$ cat src/sv/assert_macros.svh
// Assertion helpers used by the top-level unit. Bodies vanish when SYNTHESIS is set.
`ifndef ASSERT_MACROS_SVH
`define ASSERT_MACROS_SVH
`ifndef SYNTHESIS
`define ASSERT_IMPLIES(label, clk, rst_n, ante, cons, msg) \
	label: assert property (@(posedge clk) disable iff (!rst_n) (ante) |-> (cons)) \
		else $error(msg);
`define ASSERT_NEVER(label, clk, rst_n, expr, msg) \
	label: assert property (@(posedge clk) disable iff (!rst_n) !(expr)) \
		else $error(msg);
`else
`define ASSERT_IMPLIES(label, clk, rst_n, ante, cons, msg)
`define ASSERT_NEVER(label, clk, rst_n, expr, msg)
`endif
`endif

$ cat src/sv/rti_fifo.sv
module rti_fifo #(
	parameter int WIDTH = 8,
	parameter int DEPTH = 4
) (
	input  logic             clk,
	input  logic             arst_n,
	input  logic             wr_en,
	input  logic [WIDTH-1:0] wr_data,
	input  logic             rd_en,
	output logic [WIDTH-1:0] rd_data,
	output logic             empty,
	output logic             full
);

	localparam int PTRW = (DEPTH > 1) ? $clog2(DEPTH) : 1;
	localparam int CNTW = PTRW + 1;

	logic [WIDTH-1:0] mem_q [DEPTH];
	logic [PTRW-1:0]  wptr_q;
	logic [PTRW-1:0]  rptr_q;
	logic [CNTW-1:0]  cnt_q;

	always_ff @(posedge clk or negedge arst_n) begin
		if (!arst_n) begin
			wptr_q <= '0;
			rptr_q <= '0;
			cnt_q  <= '0;
		end else begin
			if (wr_en) begin
				wptr_q <= wptr_q + PTRW'(1);
			end
			if (rd_en) begin
				rptr_q <= rptr_q + PTRW'(1);
			end
			cnt_q <= cnt_q + CNTW'(wr_en) - CNTW'(rd_en);
		end
	end

	always_ff @(posedge clk) begin
		if (wr_en) begin
			mem_q[wptr_q] <= wr_data;
		end
	end

	assign rd_data = mem_q[rptr_q];
	assign empty   = (cnt_q == '0);
	assign full    = (cnt_q == CNTW'(DEPTH));

endmodule

$ cat config.mk
export PLATFORM = sky130hd
export DESIGN_NAME = rti_fifo
export DESIGN_NICKNAME = d
export VERILOG_FILES = /design/src/sv/assert_macros.svh /design/src/sv/rti_fifo.sv
export SDC_FILE = /design/constraint.sdc
export NUM_CORES = 1
export LEC_CHECK = 0
export ABC_CLOCK_PERIOD_IN_PS = 1850
export BUFFER_PORTS_ARGS = -buffer_cell sky130_fd_sc_hd__buf_4
export CORE_MARGIN = 3
export CORE_UTILIZATION = 55
export CTS_CLUSTER_SIZE = 8
export DETAILED_ROUTE_END_ITERATION = 16
export GPL_ROUTABILITY_DRIVEN = 0
export GPL_TIMING_DRIVEN = 1
export HOLD_SLACK_MARGIN = 0.03
export PLACE_DENSITY = 0.8
export SETUP_SLACK_MARGIN = 0.3
export SYNTH_ARGS = -nofsm -noshare
export SYNTH_HDL_FRONTEND = slang
export SYNTH_SLANG_ARGS = --single-unit
$ cat constraint.sdc
create_clock -name clk -period 1.85 [get_ports clk]
set_clock_uncertainty 0.1 [all_clocks]
set_input_delay 0.4625 -clock clk [delete_from_list [all_inputs] [get_ports clk]]
set_output_delay 0.4625 -clock clk [all_outputs]
set_load 0.05 [all_outputs]
==> impl_metrics.toml, run 1 <==
[status]
status = "finished with violations"
violations = "negative setup slack"

[floorplanning]
io_pins = 22
fp.dieH_um = 58.96
die-area_um2 = 3476
core.rowCount = 18
die_x_um = 58.96
core_um2 = 2567
start_util_pct = 60.09

[drt]
via_per_inst = 5.415
drt_first_iter_violations = 25
vias = 769
wl_um = 2359
drc = 0
detail-route-antenna-nets = 0
first_pass_iters = 6
routedWlPerCell_um = 16.61

[layout]
syn_to_final_growth_pct = 26.44
fin_nets = 130
final_layout_size_suffix_gt1_share_pct = 50.00
finalNonFillerCells = 142
multi_input_area_um2 = 416.7
nFillCells = 153
regArea_um2 = 1136
antennaDiodeCount = 0

[timing]
slew_headroom_pct = 71.44
rsz0062_at_grt = "true"
min_period_ns = 2.127
slew_violations = 0
finalCritPeriodShare_pct = 115.0
fin_ws_ns = -0.2773
fmax_mhz = 470.1
hold_viol_final = 0
tightest_slew_ns = 0.4283
setup_viol = 8
fin_hold_ws_ns = 0.2224

[yosys]
synth_top_area_cell = "edfxtp_1"
syn_area_per_cell_um2 = 20.30
syn-num-nets = 95
synthCells = 76
synth_cell_type_count = 15
syn-cell-area_um2 = 1543
synth_area_leaders = "edfxtp_1 62%, mux4_2 12%, dfrtp_1 11%"
yosys.area.top_type_share_pct = 62.29
synth_warnings = 0
yosys_register_bits = 39
ys_seq_area_share_pct = 73.64

[grt]
antenna_found_initial = 0
grt_pass1_vias = 835
grt_pass1_wl_um = 3864
grt_max_degree = 13
grt_usage_pct = 16.39
grt-ovfl-total = 0

[placed_design]
dpl.cell_count = 127
hpwl_um = 1626
port_buffers = 21

[setup_path]
cp.arrival_ns = 1.56
end_kind = "output port"
critical-path-max-stage-delay_ns = 0.52
path_buf_inv = 2
worstPathMaxFanout = 9
path_class = "flop to output port"
crit_chain = "buf_12 -> mux4_2 -> buf_6"
cp-start-kind = "flop"
crit_family = "multiplexers"
required_ns = 1.29
slowest_stage = "mux4_2"

[clock_tree]
root_buffer = "clkbuf_4"
cts_buffer_depth = 2
clk_pin_slew_ns = 0.11
numClockSinks = 39
clock_latency_ns = 0.33
cts_tree = "done"
htreeDepth = 2
numCtsBuffers = 5

[pwr]
p_leak_uw = 0.0007397
ir_worst_vdd_mv = 1.551
p_per_area_nw_per_um2 = 1733

[run]
drv_cap = 0

[hold_path]
hold_class = "primary input to flop"
## registers in the layout, indices dropped and copies added, names as in the netlist
signal,cells
cnt_q,3
mem_q,32
rptr_q,2
wptr_q,2
## cell usage after synthesis (all sizes together)
cell     n
edfxtp  32
mux4     8
dfrtp    7
ha       6
inv      6
and2     4
xor2     3
buf      2
nand2    2
xnor2    2
and3     1
fa       1
nor3     1
o21ai    1
## through the flow
| stage | setup TNS, ns | cell area [um^2] | worst slack, ns | total power, uW | util, % |
|---|---|---|---|---|---|
| after floorplan | 0 | 1575 | 0.1372 | 2346 | - |
| after global placement | -0.005215 | 1782 | -0.005215 | 2690 | 69.40 |
| after detailed placement | -0.05010 | 1782 | -0.05010 | 2760 | 69.40 |
| after CTS | -2.303 | 1924 | -0.3024 | 3363 | 74.95 |
| after global routing | -2.690 | 1951 | -0.3487 | 3567 | 75.97 |
| final | -2.081 | 1951 | -0.2773 | 3381 | 75.97 |
## where the power goes
group | total (uW) | switching (uW) | leakage [uW] | internal [uW]
clock network | 397 | 251 | 0.0000282 | 147
registers | 1310 | 136 | 0.000376 | 1180
logic | 1670 | 916 | 0.000335 | 754
## worst paths after layout
path / slack, ns / depth (start not counted) / start / endpoint
worst max register to register: 0.08 / 7 / cnt_q[0]$_DFF_PN0_ / cnt_q[2]$_DFF_PN0_
min in group asynchronous: 0.38 / 2 / arst_n / cnt_q[1]$_DFF_PN0_
worst max-delay path: -0.28 / 3 / rptr_q[0]$_DFFE_PN0P_ / rd_data[0]
worst min register to register: 0.44 / 1 / wptr_q[0]$_DFFE_PN0P_ / wptr_q[0]$_DFFE_PN0P_
worst min-delay path: 0.22 / 1 / wr_data[6] / mem_q[0][6]$_DFFE_PP_
max in group asynchronous: 1.15 / 2 / arst_n / wptr_q[1]$_DFFE_PN0P_
## repair_timing
item                                    CTS  global route
hold endpoints to repair                  7             0
buffers inserted                          4             2
resized for setup                        15             4
hold buffers                              1             0
endpoints found under the setup margin   12            36
pin swaps                                 2             1
gates cloned                              0             0
## worst reg2reg max path, cell delays in order (launching register included)
cell and delay, ns:
dfrtp_1 0.39, inv_2 0.07, ha_4 0.27, inv_4 0.03
ha_4 0.15, fa_2 0.37, xor2_2 0.16, xnor2_1 0.16
## kinds of logic after synthesis
group	Yosys count	synth area share [%]
buffers and inverters	8	2.514
AND/OR/NAND/NOR	8	2.838
AO/OA/AOI/OAI	1	0.3241
adder cells (fa/ha/maj)	7	6.164
multiplexers	8	11.68
XOR/XNOR	5	2.839
flip-flops	39	73.64
## cell type report
cell class	instances	area share, %
Tap cell	30	1.924
Clock inverter	2	0.6414
Clock buffer	6	2.117
Timing Repair Buffer	30	14.43
Inverter	6	1.283
Multi-Input combinational cell	29	21.36
Sequential cell	39	58.24
## layer usage
| layer | global-route usage, % | wire [um] | up-vias |
|---|---|---|---|
| met5 | 0 | 0 | - |
| met4 | 7.767 | 38 | 0 |
| met3 | 5.263 | 108 | 5 |
| met2 | 26.66 | 1263 | 21 |
| met1 | 19.91 | 949 | 389 |
| li1 | - | - | 354 |
## cell usage in the layout (no fill, tap or decap), types with 2 or more instances in the layout
cell type and instances:
inv_1 3, nand2_1 2, xor2_1 2, ha_1 4
mux4_2 8, and2_2 3, inv_2 2, buf_4 18
ha_4 2, buf_6 9, dfrtp_1 7, edfxtp_1 32
xnor2_1 2, clkbuf_4 5
No activity file was read; power rests on OpenSTA's default activity.
==> run 2, diff against run 1 <==
CORE_MARGIN = unset   (was 3)
==> impl_metrics.toml, run 2 (synthesis results as in run 1) <==
[grt]
grt_pass1_wl_um = 3884
grt_pass1_vias = 812
antenna_found_initial = 0
grt-ovfl-total = 0
grt_usage_pct = 21.32
grt_max_degree = 13

[floorplanning]
io_pins = 22
start_util_pct = 60.09
core.rowCount = 18
die-area_um2 = 3021
core_um2 = 2567
fp.dieH_um = 54.96
die_x_um = 54.96

[timing]
fmax_mhz = 460.7
setup_viol = 8
rsz0062_at_grt = "true"
tns_ns = -2.306
min_period_ns = 2.171
slew_headroom_pct = 70.69
finalCritPeriodShare_pct = 117.3
fin_ws_ns = -0.3208
slew_violations = 0
fin_hold_ws_ns = 0.2137
hold_viol_final = 0
tightest_slew_ns = 0.4397

[placed_design]
placed_cell_area_um2 = 1784
dpl.cell_count = 129
port_buffers = 21
hpwl_um = 1727

[drt]
routedWlPerCell_um = 17.45
routed.top_layer = "met4"
detail-route-antenna-nets = 0
wl_um = 2461
drt-met1-wl_um = 1022
first_pass_iters = 4
drt_first_iter_violations = 8
vias = 754
drc = 0
met3_length_um = 115
wl_met2_um = 1273
via_per_inst = 5.348

[clock_tree]
cts_tree = "done"
clk_pin_slew_ns = 0.11
numCtsBuffers = 5
root_buffer = "clkbuf_4"
clock_latency_ns = 0.34
htreeDepth = 2
cts_buffer_depth = 2
numClockSinks = 39

[setup_path]
cp-start-kind = "flop"
crit_chain = "buf_4 -> mux4_2 -> buf_6"
cp.arrival_ns = 1.61
r2r_cells = 7
worstPathMaxFanout = 3
r2r-start = "cnt_q[0]$_DFF_PN0_"
rrSetupSlack_ns = 0.10
slowest_stage = "mux4_2"
path_class = "flop to output port"
required_ns = 1.29
critical-path-max-stage-delay_ns = 0.52
path_buf_inv = 2
crit_family = "multiplexers"
end_kind = "output port"
reg2reg_to = "cnt_q[2]$_DFF_PN0_"

[hold_path]
hold_class = "primary input to flop"
min_to = "mem_q[3][0]$_DFFE_PP_"
hold_path.startpoint = "wr_data[0]"
hold_depth = 1

[layout]
syn_to_final_growth_pct = 25.63
layout_commonest_cell = "edfxtp_1"
fin_nets = 129
largest-register = "mem_q"
finalNonFillerCells = 141
largest_reg_flops = 32
final_cell_mix = "32 x edfxtp_1, 16 x buf_4, 11 x buf_6"
final_layout_size_suffix_gt1_share_pct = 49.55
fin_area_um2 = 1938
antennaDiodeCount = 0
fin_util_pct = 75.49
largest_registers = "mem_q x32, cnt_q x3"

[pwr]
p_per_area_nw_per_um2 = 1736
ir_worst_vdd_mv = 1.281
p_leak_uw = 0.0007329

[run]
drv_cap = 0

[status]
violations = "negative setup slack"
status = "finished with violations"
run 2: cell types whose count changed in the layout (fill, tap and decap cells not counted):
| cell | delta |
|---|---|
| buf_12 | -1 |
| buf_4 | -2 |
| buf_6 | +2 |
run 2: layer usage:
layer	vias to the layer above	track usage [%]
li1	352	-
met1	379	24.67
met2	17	34.54
met3	6	8.743
met4	0	10.00
met5	-	0
run 2: final cells by class:
class / count / area [um^2]
Multi-Input combinational cell: 29 / 416.7
Fill cell: 163 / 629.4
Tap cell: 30 / 37.54
Sequential cell: 39 / 1136
Inverter: 6 / 25.02
Clock buffer: 6 / 41.29
Clock inverter: 2 / 12.51
Timing Repair Buffer: 29 / 269.0
run 2: what timing repair did:
| action | 4_1_cts | 5_1_grt |
|---|---|---|
| endpoints found under the hold margin | 7 | 0 |
| setup endpoints to repair | 12 | 36 |
| resized for setup | 15 | 6 |
| setup buffers | 2 | 1 |
| hold buffers | 1 | 0 |
| pin swaps | 3 | 2 |
run 2: worst max path at each step:
stage,depth (start not counted),end,slack (ns),startpoint
after global routing,3,rd_data[1],-0.38,rptr_q[0]$_DFFE_PN0P_
after CTS,3,rd_data[3],-0.32,rptr_q[0]$_DFFE_PN0P_
final,3,rd_data[1],-0.32,rptr_q[0]$_DFFE_PN0P_
after detailed placement,7,cnt_q[2]$_DFF_PN0_,-0.04,rd_en
after floorplan,6,cnt_q[2]$_DFF_PN0_,0.14,rd_en
after global placement,7,cnt_q[2]$_DFF_PN0_,-0.009,rd_en
run 2: where the power goes:
part,switching (uW),leakage [uW],internal [uW]
Clock,270,0.0000282,147
Sequential,143,0.000376,1180
Combinational,900,0.000329,727
run 2: stage by stage:
step                setup WS, ns  total power (uW)
finish                   -0.3208              3364
global route             -0.3775              3561
CTS                      -0.3234              3322
detailed placement      -0.03910              2752
global placement       -0.008792              2683
floorplan                 0.1372              2346
run 2: worst reg2reg max path: cells and delay by family (launching register included):
family	cells	cell delay (ns)
adders and majority gates	3	0.77
DFF	1	0.40
xor gates and xnor gates	2	0.28
buffers and inverters	2	0.09
==> run 3, diff against run 2 <==
ABC_CLOCK_PERIOD_IN_PS = 2600   (was 1850)
CORE_UTILIZATION = 59   (was 55)
PLACE_DENSITY = 0.85   (was 0.8)
clock period = 2.6 ns   (was 1.85 ns; I/O delays follow)
==> impl_metrics.toml, run 3 (synthesis results as in run 1) <==
[drt]
met3_length_um = 105
vias = 757
drt-met1-wl_um = 975
detail-route-antenna-nets = 0
routed.top_layer = "met4"
drc = 0
routedWlPerCell_um = 17.69
first_pass_iters = 4
wl_um = 2423
drt_first_iter_violations = 16
wl_met2_um = 1273
via_per_inst = 5.526

[status]
status = "complete, no violations"

[clock_tree]
numCtsBuffers = 5
clk_pin_slew_ns = 0.11
root_buffer = "clkbuf_4"
numClockSinks = 39
htreeDepth = 2
cts_tree = "done"
cts_buffer_depth = 2
clock_latency_ns = 0.34

[layout]
final_cell_mix = "32 x edfxtp_1, 15 x buf_4, 9 x buf_6"
layout_commonest_cell = "edfxtp_1"
final_layout_size_suffix_gt1_share_pct = 37.38
syn_to_final_growth_pct = 22.71
antennaDiodeCount = 0
largest_reg_flops = 32
largest-register = "mem_q"
fin_area_um2 = 1893
finalNonFillerCells = 137
fin_nets = 125
largest_registers = "mem_q x32, cnt_q x3"

[timing]
tns_ns = 0
min_period_ns = 2.326
hold_viol_final = 0
fin_hold_ws_ns = 0.3842
fmax_mhz = 430.0
slew_headroom_pct = 69.75
tightest_slew_ns = 0.4538
finalCritPeriodShare_pct = 89.45
rsz0062_at_grt = "true"
slew_violations = 0
setup_viol = 0

[floorplanning]
core_um2 = 2477
core.rowCount = 18
fp.dieH_um = 53.14
io_pins = 22
die-area_um2 = 2823
start_util_pct = 62.27
die_x_um = 53.14

[setup_path]
cp-start-kind = "flop"
path_class = "flop to output port"
reg2reg_to = "cnt_q[2]$_DFF_PN0_"
worstPathMaxFanout = 5
r2r-start = "cnt_q[0]$_DFF_PN0_"
required_ns = 1.85
endpoint = "rd_data[6]"
cp-startpoint = "rptr_q[0]$_DFFE_PN0P_"
cp.arrival_ns = 1.58
end_kind = "output port"
rrSetupSlack_ns = 0.80
r2r_cells = 7

[placed_design]
placed_cell_area_um2 = 1737
dpl.cell_count = 127
port_buffers = 21

[grt]
grt_pass1_vias = 777
grt_max_degree = 14
grt-ovfl-total = 0
antenna_found_initial = 0
grt_usage_pct = 21.43
grt_pass1_wl_um = 3767

[pwr]
p_per_area_nw_per_um2 = 1304
ir_worst_vdd_mv = 1.004
p_leak_uw = 0.0007336

[hold_path]
hold_class = "primary input to flop"

[run]
drv_cap = 0
## run 3: cell count changes in the layout (fill, tap and decap cells not counted), sizes merged
| cell | before | now |
|---|---|---|
| buf | 28 | 24 |
| clkbuf | 6 | 5 |
| clkinv | 1 | 0 |
| bufinv | 0 | 2 |
## run 3: routing by layer
metal | global-route usage, % | vias to the layer above
met5 | 0 | -
li1 | - | 344
met4 | 10.53 | 0
met3 | 9.195 | 8
met2 | 34.39 | 22
met1 | 24.45 | 383
## run 3: worst max-delay path, cell delays in order, from the launching register on
cell	delay (ns)
dfrtp_1	0.38
buf_6	0.14
mux4_2	0.54
buf_6	0.18
## run 3: how the worst min path moves through the flow
| stage | from | to | slack [ns] | cells after the start |
|---|---|---|---|---|
| after floorplan | arst_n | cnt_q[0]$_DFF_PN0_ | 0.25 | 0 |
| after global placement | arst_n | rptr_q[0]$_DFFE_PN0P_ | 0.36 | 1 |
| after detailed placement | arst_n | cnt_q[1]$_DFF_PN0_ | 0.37 | 1 |
| after CTS | rd_en | rptr_q[0]$_DFFE_PN0P_ | 0.37 | 2 |
| after global routing | rd_en | rptr_q[0]$_DFFE_PN0P_ | 0.36 | 2 |
| final | rd_en | rptr_q[0]$_DFFE_PN0P_ | 0.38 | 2 |
## run 3: timing repair
item | CTS | global route
setup endpoints to repair | 8 | 8
setup buffers | 0 | 1
endpoints found under the hold margin | 7 | 0
resized for setup | 9 | 0
hold buffers | 1 | 0
## run 3: area by class of cell
type	count	area, um^2
Clock inverter	3	67.56
Fill cell	148	584.3
Sequential cell	39	1136
Clock buffer	5	37.54
Multi-Input combinational cell	29	367.9
Timing Repair Buffer	25	224.0
Tap cell	30	37.54
Inverter	6	22.52
## run 3: where the power goes
part           internal, uW  switching, uW  total [uW]
registers               839           97.1         936
clock network           299            197         496
logic                   430            607        1040
## run 3: per-stage QoR
step,util [%],worst slack (ns),power (uW)
after floorplan,-,0.3704,1641
after global placement,70.10,0.4906,1862
after detailed placement,70.10,0.4432,1918
after CTS,76.11,0.2500,2480
after global routing,76.41,0.2132,2594
final,76.41,0.2743,2469
